===== config.mk =====
export PLATFORM = sky130hd
export DESIGN_NAME = rdt_ctrl
export DESIGN_NICKNAME = d
export VERILOG_FILES = /design/src/sv/rdt_pkg.sv /design/src/sv/rdt_ctrl.sv
export SDC_FILE = /design/constraint.sdc
export NUM_CORES = 1
export LEC_CHECK = 0
export ABC_AREA = 1
export BUFFER_PORTS_ARGS = -buffer_cell sky130_fd_sc_hd__buf_4
export CORE_AREA = 2 2 39 41
export CTS_BUF_LIST = sky130_fd_sc_hd__clkbuf_2
export DETAILED_ROUTE_END_ITERATION = 7
export DIE_AREA = 0 0 41 43
export PLACE_DENSITY = 0.55
export SLEW_MARGIN = 20
export SYNTH_ARGS = -nofsm -noshare
export SYNTH_HDL_FRONTEND = slang
export SYNTH_SLANG_ARGS = --single-unit

===== constraint.sdc =====
create_clock -name clk -period 2 [get_ports clk]
set_input_delay 0.2 -clock clk [delete_from_list [all_inputs] [get_ports clk]]
set_output_delay 0.2 -clock clk [all_outputs]
set_load 0.03 [all_outputs]

===== src/sv/rdt_pkg.sv =====
// ----------------------------------------------------------------------------
// rdt_pkg
// Shared types and constants of the reference-counted domain table: command
// and status codes, default sizes, and the controller/datapath interface.
// ----------------------------------------------------------------------------
package rdt_pkg;

	localparam int RDT_ENTRIES    = 128;
	localparam int RDT_KEY_BITS   = 64;
	localparam int RDT_COUNT_BITS = 16;

	// fixed widths of the word fields
	localparam int CMD_W   = 2;
	localparam int KEY_W   = 64;
	localparam int SLOT_W  = 7;
	localparam int STAT_W  = 3;
	localparam int COUNT_W = 16;

	typedef enum logic [CMD_W-1:0] {
		CMD_GET   = 2'd0,
		CMD_ALLOC = 2'd1,
		CMD_PUT   = 2'd2,
		CMD_FREE  = 2'd3
	} cmd_t;

	typedef enum logic [STAT_W-1:0] {
		ST_REF  = 3'd0,
		ST_NEW  = 3'd1,
		ST_MISS = 3'd2,
		ST_FULL = 3'd3,
		ST_DROP = 3'd4,
		ST_GONE = 3'd5,
		ST_SAT  = 3'd6
	} status_t;

	// controller to datapath
	typedef struct packed {
		logic load;
		logic clr;
		logic scan;
		logic slot_chk;
		logic exec;
	} ctl_cmd_t;

	// datapath to controller
	typedef struct packed {
		logic in_put;
		logic clr_last;
		logic scan_done;
		logic out_free;
	} dp_stat_t;

endpackage


===== src/sv/rdt_ctrl.sv =====
// ----------------------------------------------------------------------------
// rdt_ctrl
// Sequencer of the domain table: clearing pass after reset, word accept,
// table scan or slot read, and the final update with result load.
// ----------------------------------------------------------------------------
module rdt_ctrl import rdt_pkg::*; (
	input  logic     clk,
	input  logic     arst_n,
	input  logic     in_valid,
	output logic     in_ready,
	input  dp_stat_t stat,
	output ctl_cmd_t ctl
);

	typedef enum logic [4:0] {
		S_CLEAR = 5'b00001,
		S_IDLE  = 5'b00010,
		S_SCAN  = 5'b00100,
		S_SLOT  = 5'b01000,
		S_EXEC  = 5'b10000
	} state_t;

	state_t state_q;
	state_t state_d;

	always_comb begin
		state_d = state_q;
		unique case (state_q)
			S_CLEAR: begin
				if (stat.clr_last) begin
					state_d = S_IDLE;
				end
			end
			S_IDLE: begin
				if (in_valid) begin
					state_d = stat.in_put ? S_SLOT : S_SCAN;
				end
			end
			S_SCAN: begin
				if (stat.scan_done) begin
					state_d = S_EXEC;
				end
			end
			S_SLOT: begin
				state_d = S_EXEC;
			end
			S_EXEC: begin
				if (stat.out_free) begin
					state_d = S_IDLE;
				end
			end
			default: begin
				state_d = S_CLEAR;
			end
		endcase
	end

	always_ff @(posedge clk or negedge arst_n) begin
		if (!arst_n) begin
			state_q <= S_CLEAR;
		end else begin
			state_q <= state_d;
		end
	end

	assign in_ready     = (state_q == S_IDLE);
	assign ctl.load     = (state_q == S_IDLE) && in_valid;
	assign ctl.clr      = (state_q == S_CLEAR);
	assign ctl.scan     = (state_q == S_SCAN);
	assign ctl.slot_chk = (state_q == S_SLOT);
	assign ctl.exec     = (state_q == S_EXEC) && stat.out_free;

endmodule


Word-level counts from Yosys, hierarchy flattened. Cells that the tools add are included.

Eq/ne operators: 9. Mux-type cells: 6. Reduce and logical (&&, ||, !) cells: 3.

Operators by type and width (count): case mux 5 bit (5 select lines) (1); two-way mux 5 bit (4); != test 2 bit (second input constant) (4); equality test 5 x 1 -> 1 bit (second input constant) (1); equality test 5 x 2 -> 1 bit (second input constant) (1); equality test 5 x 3 -> 1 bit (second input constant) (1); equality test 5 x 4 -> 1 bit (second input constant) (1); equality test 5 bit (second input constant) (1); two-way mux 4 bit (1); AND reduction 4 bit (1); logical AND 1 bit (2).

Output and inout port bits: 6. Input bits: 7. Register bits: 5.

Longest topological paths before layout. Gate-level depths: netlist (run 1).

Word-level depth: 3. Mapped depth: 7.

Worst setup path before layout (run 1). OpenSTA, ideal clock, no wires.

Path type: flip-flop to output port. Start: reg state_q[3]. End: out ctl[4] (netlist bit). Data required time: 1.800 ns. Arrival time: 1.111 ns. Slack: 0.689 ns. Buffers on the path: 0. Stages on the path, launching flop included: 4. Cell sequence: dfrtp_1 nor2_4 nand3_2 nor2_1.

RTL lines: from (decl) (RTL line rdt_ctrl.sv:23) `state_t state_q;`; from (signal assigned) (RTL line rdt_ctrl.sv:62) `state_q <= state_d;`; to (decl) (RTL line rdt_ctrl.sv:12) `output ctl_cmd_t ctl`.

==> impl_summary.txt, run 1 <==
----------------------------------------------------
[Timing]
  Clock Skew ... slightly above 0.004 ns
  Final setup violation count ... 0
  Fin crit share ... 74.3%
  Unrepaired setup endpoints after global routing ... no
  Hold violation count in the final report ... 0
  Worst Tran Pin Value ... 0.176 ns
  Final worst slack ... 0.515 ns
  Final Slew Violations ... 0
  Headroom to the max-slew limit ... 88.3%
  Top achievable clock speed ... 0.673 GHz
  TNS Setup ... 0 ns
  Shortest period the worst path allows ... 1.49 ns

[Power]
  Design internal power ... 313 µW
  Net switching share of the total power ... 48.5%
  Net switching power of the design ... 294 µW
  Overall power of the completed layout ... ~600 µW
  Combinational cell fraction of total power ... 56.5%
  Clk network pwr share ... 15.2%
  Share of total power in sequential cells ... between 20% and 30%
  Power per standard cell area ... 1220 nW/µm²
  Peak supply drop ... 0.000376 V
  Static leakage ... 0.283 nW

[Job]
  Max-cap violation count ... 0

[Drt]
  Top metal layer carrying routed signals ... met3
  Final routed wire length divided by cell count ... 8.85 µm
  DR DRC count ... 0
  DRC marker count from the first detailed-route iteration ... 1
  1st-pass router iterations ... 2
  Detailed-route wire length on metal 1 ... 306 µm
  Antenna violation net count after detailed routing ... 0
  Routed vias/inst ... 4.27
  Final WL ... 752 µm
  Vias post-DR ... 363
  Met3 wirelength from detailed routing ... roughly 20 µm
  Met2 routed wirelength ... 425 µm

[Setup path]
  Category of the critical setup timing path ... reg -> out
  Endpoint arrival time on the critical path ... 1.29 ns
  Startpoint kind of the worst setup timing path ... flip-flop
  Endpoint class of the critical path ... primary output
  Required time at the worst-slack endpoint ... 1.80 ns
  Worst-path maximum fanout ... 3

[Logic synthesis]
  Sequential cell area fraction in the yosys report ... 35.4%
  Total standard cell area after synthesis ... 357 µm²
  Synth Instances ... 52
  Average instance area after synthesis ... 6.86 µm²
  Net Count, Synth ... 59
  Yosys warning count ... 0
  Post-synthesis sequential element count ... 5
  Count of unique library cells instantiated by Yosys ... 16

[Clock tree]
  Sink Count ... 5
  Master cell of the clock root buffer ... clkbuf_2
  CTS tree ... done
  Deepest level of the CTS H-tree ... 1
  Longest Clk Path Bufs ... 2
  Total clock buffers created by CTS ... 3
  Setup bufs post-CTS ... 0
  Clk_lat worst skew ... 0.21 ns
  Number of instances resized during post-cts repair ... 0
  Clock transition time at the flip-flop clock pins of the worst setup and hold paths ... 0.06 ns

[GRT]
  Number of global-route vias before repair ... about 330
  Pin count of the biggest net entering global routing ... 7
  Congestion Overflow GR ... 0
  Number of antenna violations at the first check in global routing ... 0
  Wire length of the first global-routing pass ... 1.23 mm
  Total track usage ... 10.9%

[Final layout]
  Most used cells in the layout excluding fill and tap cells ... 12 x buf_4, 11 x inv_1, 10 x nand2_1
  Inserted Diodes ... 0
  Registers with the most flip-flops ... state_q (5)
  Number of flip-flops under the largest register name ... 5
  FF/Latch Area ... 126 µm²
  Top reg by flops ... state_q
  Final net count ... between 70 and 80
  Fraction of final layout cells with drive strength greater than 1 ... 40.6%
  Number of fill cells ... between 150 and 200
  Area grow syn2layout ... 39.3%
  Most common cell after layout, fill and taps aside ... buf_4
  Total area of multi-input combinational cells ... between 150 and 200 µm²

[Floorplanning]
  DIE WIDTH ... 41 µm
  Number of top-level pins ... 13
  Vertical die dimension ... 43 µm
  Core Footprint ... 1380 µm²
  Starting density of the core ... around 26%
  Die ar. ... 1760 µm²
  # rows ... 14

[Place]
  Detailed-placement wirelength estimate ... around 650 µm
  Pre-CTS WS ... ~0.75 ns
  Gp weighted congestion ... about 0.81
  Buffers added on ports ... 12

[Status]
  Outcome ... complete, no violations

[Worst hold path]
  Path class of the lowest-slack min-delay path ... in -> reg

----------------------------------------------------
[metal layers]
| metal | track usage [%] | vias up |
|---|---|---|
| met5 | 0 | - |
| met4 | 6.00 | 0 |
| met3 | 4.71 | 0 |
| met2 | 17.5 | 5 |
| met1 | 11.3 | 166 |
| li1 | - | 192 |
[cell usage after synthesis]
cell / count / area, µm²
inv_1: 11 / 41.3
nand2_1: 10 / 37.5
nor2_1: 7 / 26.3
dfrtp_1: 4 / 100
nand4_1: 4 / 25.0
nor2_2: 4 / 25.0
nand3_1: 3 / 15.0
a21oi_2: 1 / 8.76
clkinv_2: 1 / 5.00
dfstp_2: 1 / 26.3
inv_2: 1 / 3.75
nand2_2: 1 / 6.26
nand3_2: 1 / 10.0
nor2_4: 1 / 11.3
nor3_2: 1 / 10.0
o21ai_1: 1 / 5.00
[cell families (layout without fill, tap and decap cells)]
| group | after synthesis | in the layout | share of synthesized area, % |
|---|---|---|---|
| DFF | 5 | 5 | 35.4 |
| AOI/OAI and AO/OA | 2 | 2 | 3.86 |
| and+or+nand+nor | 32 | 32 | 46.7 |
| buffers and inverters | 13 | 30 | 14.0 |
[stage by stage]
step                      area, µm²  hold slack, ns  utilization, %  instances
after floorplan                 357         -0.0956               -         52
final                           497           0.236            35.9         85
after CTS                       497           0.234            35.9         85
after global placement          467         0.00190            33.7         80
after detailed placement        467         0.00196            33.7         80
after global routing            497           0.219            35.9         85
[timing repair]
| action | in CTS | in global routing |
|---|---|---|
| setup endpoints to repair | 0 | 0 |
| hold buffers | 1 | 0 |
| endpoints found under the hold margin | 5 | 0 |
[path summary, 6_finish.rpt]
path	from	endpoint	slack (ns)	cells past startpoint
max in group asynchronous	arst_n	state_q[0]	1.48	2
min reg2reg	state_q[4]	state_q[4]	0.61	2
max reg2reg	state_q[0]	state_q[1]	0.76	7
min	stat[3]	state_q[3]	0.24	3
max	state_q[0]	ctl[3]	0.51	5
min in group asynchronous	arst_n	state_q[1]	0.33	2
[power groups by stage]
stage	sequential (mW)	clock, mW	combinational [mW]
CTS	0.172	0.0954	0.347
detailed placement	0.174	0	0.346
global placement	0.172	0	0.345
floorplan	0.168	0	0.253
global route	0.176	0.109	0.380
finish	0.171	0.0925	0.343
[layout make-up]
class	count	share of cell area [%]
Tap cell	16	4.03
Inverter	13	10.1
Multi-Input combinational cell	34	36.3
Timing Repair Buffer	13	20.2
Sequential cell	5	25.4
Clock buffer	4	4.03
[critical path, cell delays in order (launching register included)]
cell and delay (ns):
dfstp_2 0.55, inv_1 0.04, nor2_1 0.12, nand3_1 0.13, inv_1 0.08, buf_4 0.15
Power figures use the tool's default switching activity.
==> inputs of run 2 (changes only) <==
==> constraint.sdc (replaced) <==
create_clock -name clk -period 1.5 [get_ports clk]
set_input_delay 0.15 -clock clk [delete_from_list [all_inputs] [get_ports clk]]
set_output_delay 0.15 -clock clk [all_outputs]
set_load 0.03 [all_outputs]
==> impl_summary.txt, run 2 (synthesized netlist as in run 1, its figures left out) <==
----------------------------------------------------
[Status]
  Outcome ... complete, no violations

[Setup path]
  Crit path largest cell delay ... 0.56 ns (about the same)
  Reg2reg setup slack ... 0.30 ns (-0.46 ns)
  Endpoint arrival time on the critical path ... 1.27 ns (-0.02 ns)
  Crit-path cells ... inv_1 -> nor2_2 -> nand3_1 -> inv_1 -> buf_4
  Category of the critical setup timing path ... reg -> out
  Required time at the worst-slack endpoint ... 1.35 ns (-0.45 ns)
  Startpoint kind of the worst setup timing path ... flip-flop
  Worst-path maximum fanout ... 3 (unchanged)
  Most Frequent Cell on Critical Path ... inv_1
  Slowest cell on the critical path ... dfstp_2
  Endpoint class of the critical path ... primary output

[GRT]
  Number of global-route vias before repair ... 313 (-3.7%)
  Top Usage Layer GRT ... met2
  Total track usage ... 10.9% (-0.044 points)
  Number of antenna violations at the first check in global routing ... 0 (unchanged)
  Pin count of the biggest net entering global routing ... 7 (unchanged)
  Grt met3 use ... 3.14% (-1.6 points)
  Congestion Overflow GR ... 0 (unchanged)
  Wire length of the first global-routing pass ... 1.22 mm (-0.57%)
  Met2 usage ... 14.7% (-2.8 points)
  GR Util met1 ... 13.1% (+1.8 points)

[Power]
  Share of total power in sequential cells ... 27.2% (-1.0 points)
  Net switching share of the total power ... 47.7% (-0.82 points)
  Design internal power ... 442 µW (+41%)
  Net switching power of the design ... 403 µW (+37%)
  Clk network pwr share ... 15.4% (+0.2 points)
  Static leakage ... 0.288 nW (+1.7%)
  Combinational cell fraction of total power ... 57.4% (+0.9 points)
  Peak supply drop ... 0.000476 V (+26%)
  Power per standard cell area ... 1670 nW/µm² (+37%)
  Overall power of the completed layout ... 845 µW (+39%)

[Floorplanning]
  Die ar. ... 1760 µm² (unchanged)
  DIE WIDTH ... 41 µm (unchanged)
  Vertical die dimension ... 43 µm (unchanged)
  Core Footprint ... 1380 µm² (unchanged)
  # rows ... 14 (unchanged)
  Number of top-level pins ... 13 (unchanged)
  Starting density of the core ... 25.8% (unchanged)

[Drt]
  Antenna violation net count after detailed routing ... 0 (unchanged)
  1st-pass router iterations ... 4 (+2)
  Final routed wire length divided by cell count ... 8.38 µm (-5.2%)
  Routed vias/inst ... 4.26 (-0.35%)
  Vias post-DR ... 366 (+0.83%)
  Final WL ... 721 µm (-4.1%)
  DRC marker count from the first detailed-route iteration ... 10 (+9)
  DR DRC count ... 0 (unchanged)

[Final layout]
  Fraction of final layout cells with drive strength greater than 1 ... 42.9% (+2.3 points)
  Area grow syn2layout ... 42.1%
  Number of flip-flops under the largest register name ... 5 (unchanged)
  Most common cell after layout, fill and taps aside ... buf_4
  Final standard cell count with taps included and fillers excluded ... 86 (+1.2%)
  Registers with the most flip-flops ... state_q (5)
  Most used cells in the layout excluding fill and tap cells ... 13 x buf_4, 11 x inv_1, 10 x nand2_1
  Inserted Diodes ... 0 (unchanged)
  Number of fill cells ... 162 (+1.9%)
  Final net count ... 78 (+1.3%)
  Top reg by flops ... state_q

[Place]
  Gp weighted congestion ... 0.775 (-4.1%)
  Detailed-placement wirelength estimate ... 600 µm (-8.1%)
  Buffers added on ports ... 12 (unchanged)
  Placed cell count ... 80 (unchanged)

[Clock tree]
  Longest Clk Path Bufs ... 2 (unchanged)
  Deepest level of the CTS H-tree ... 1 (unchanged)
  CTS tree ... done
  Clk_lat worst skew ... 0.23 ns (+0.02 ns)
  Total clock buffers created by CTS ... 3 (unchanged)
  Clock transition time at the flip-flop clock pins of the worst setup and hold paths ... 0.06 ns (about the same)
  Sink Count ... 5 (unchanged)
  Master cell of the clock root buffer ... clkbuf_2

[Timing]
  Hold violation count in the final report ... 0 (unchanged)
  Shortest period the worst path allows ... 1.42 ns
  Top achievable clock speed ... roughly 0.71 GHz
  Final Slew Violations ... 0 (unchanged)
  WHS ... 0.172 ns (-0.0640 ns)
  Worst Tran Pin Value ... 0.177 ns (+0.000965 ns)
  Headroom to the max-slew limit ... 88.2% (about the same)
  Clock Skew ... 0.00347 ns (-0.000605 ns)
  Fin crit share ... 94.4%
  Final setup violation count ... 0 (unchanged)

[Worst hold path]
  Path class of the lowest-slack min-delay path ... in -> reg

[Job]
  Max-cap violation count ... 0 (unchanged)

----------------------------------------------------
run 2: cell count changes in the layout (fill, tap and decap cells not counted), sizes merged:
cell / previous run / this run
buf: 12 / 13
run 2: final cells by class:
type | instances | area (µm²) | area share, %
inverters | 13 | 50.0 | 9.88
well taps | 16 | 20.0 | 3.95
flip-flops and latches | 5 | 126 | 24.9
clock buffers | 4 | 20.0 | 3.95
multi-input cells | 34 | 183 | 36.0
repair buffers | 14 | 108 | 21.2
run 2: critical path, delay by kind of cell (launching register included):
kind                   cells  cell delay, ns
buffers and inverters      3            0.28
DFF                        1            0.56
and+or+nand+nor            2            0.21
run 2: stage by stage:
step	util, %	setup slack, ns	instance area (µm²)	setup TNS, ns
after floorplan	-	0.239	357	0
after global placement	33.7	0.271	467	0
after detailed placement	33.7	0.267	467	0
after CTS	35.9	0.0548	497	0
after global routing	36.6	-0.000847	507	-0.000847
final	36.6	0.0843	507	0
run 2: routing by layer:
metal / wire length [µm] / vias up / part of all wire, %
li1: - / 196 / -
met4: 14 / 0 / 1.9
met5: 0 / - / 0
met2: 370 / 8 / 51
met3: 26 / 2 / 3.6
met1: 310 / 160 / 43
run 2: repair_timing:
action	in CTS	in global routing
setup endpoints to repair	0	1
gates resized for setup	0	1
hold buffers	1	0
setup buffers	0	1
endpoints found under the hold margin	5	0
run 2: power by group through the flow:
stage / Sequential, mW / Clock [mW] / Combinational [mW]
finish: 0.230 / 0.130 / 0.485
global route: 0.240 / 0.136 / 0.542
floorplan: 0.224 / 0 / 0.338
global placement: 0.232 / 0 / 0.455
detailed placement: 0.231 / 0 / 0.455
CTS: 0.229 / 0.133 / 0.458
run 2: path summary, 6_finish.rpt:
| path | start | to | cells past startpoint |
|---|---|---|---|
| worst max-delay path | state_q[0] | ctl[3] | 5 |
| worst min-delay path | stat[3] | state_q[3] | 3 |
| worst max register to register | state_q[0] | state_q[2] | 7 |
| worst min register to register | state_q[1] | state_q[0] | 3 |
| max in group asynchronous | arst_n | state_q[0] | 2 |
| min in group asynchronous | arst_n | state_q[4] | 2 |
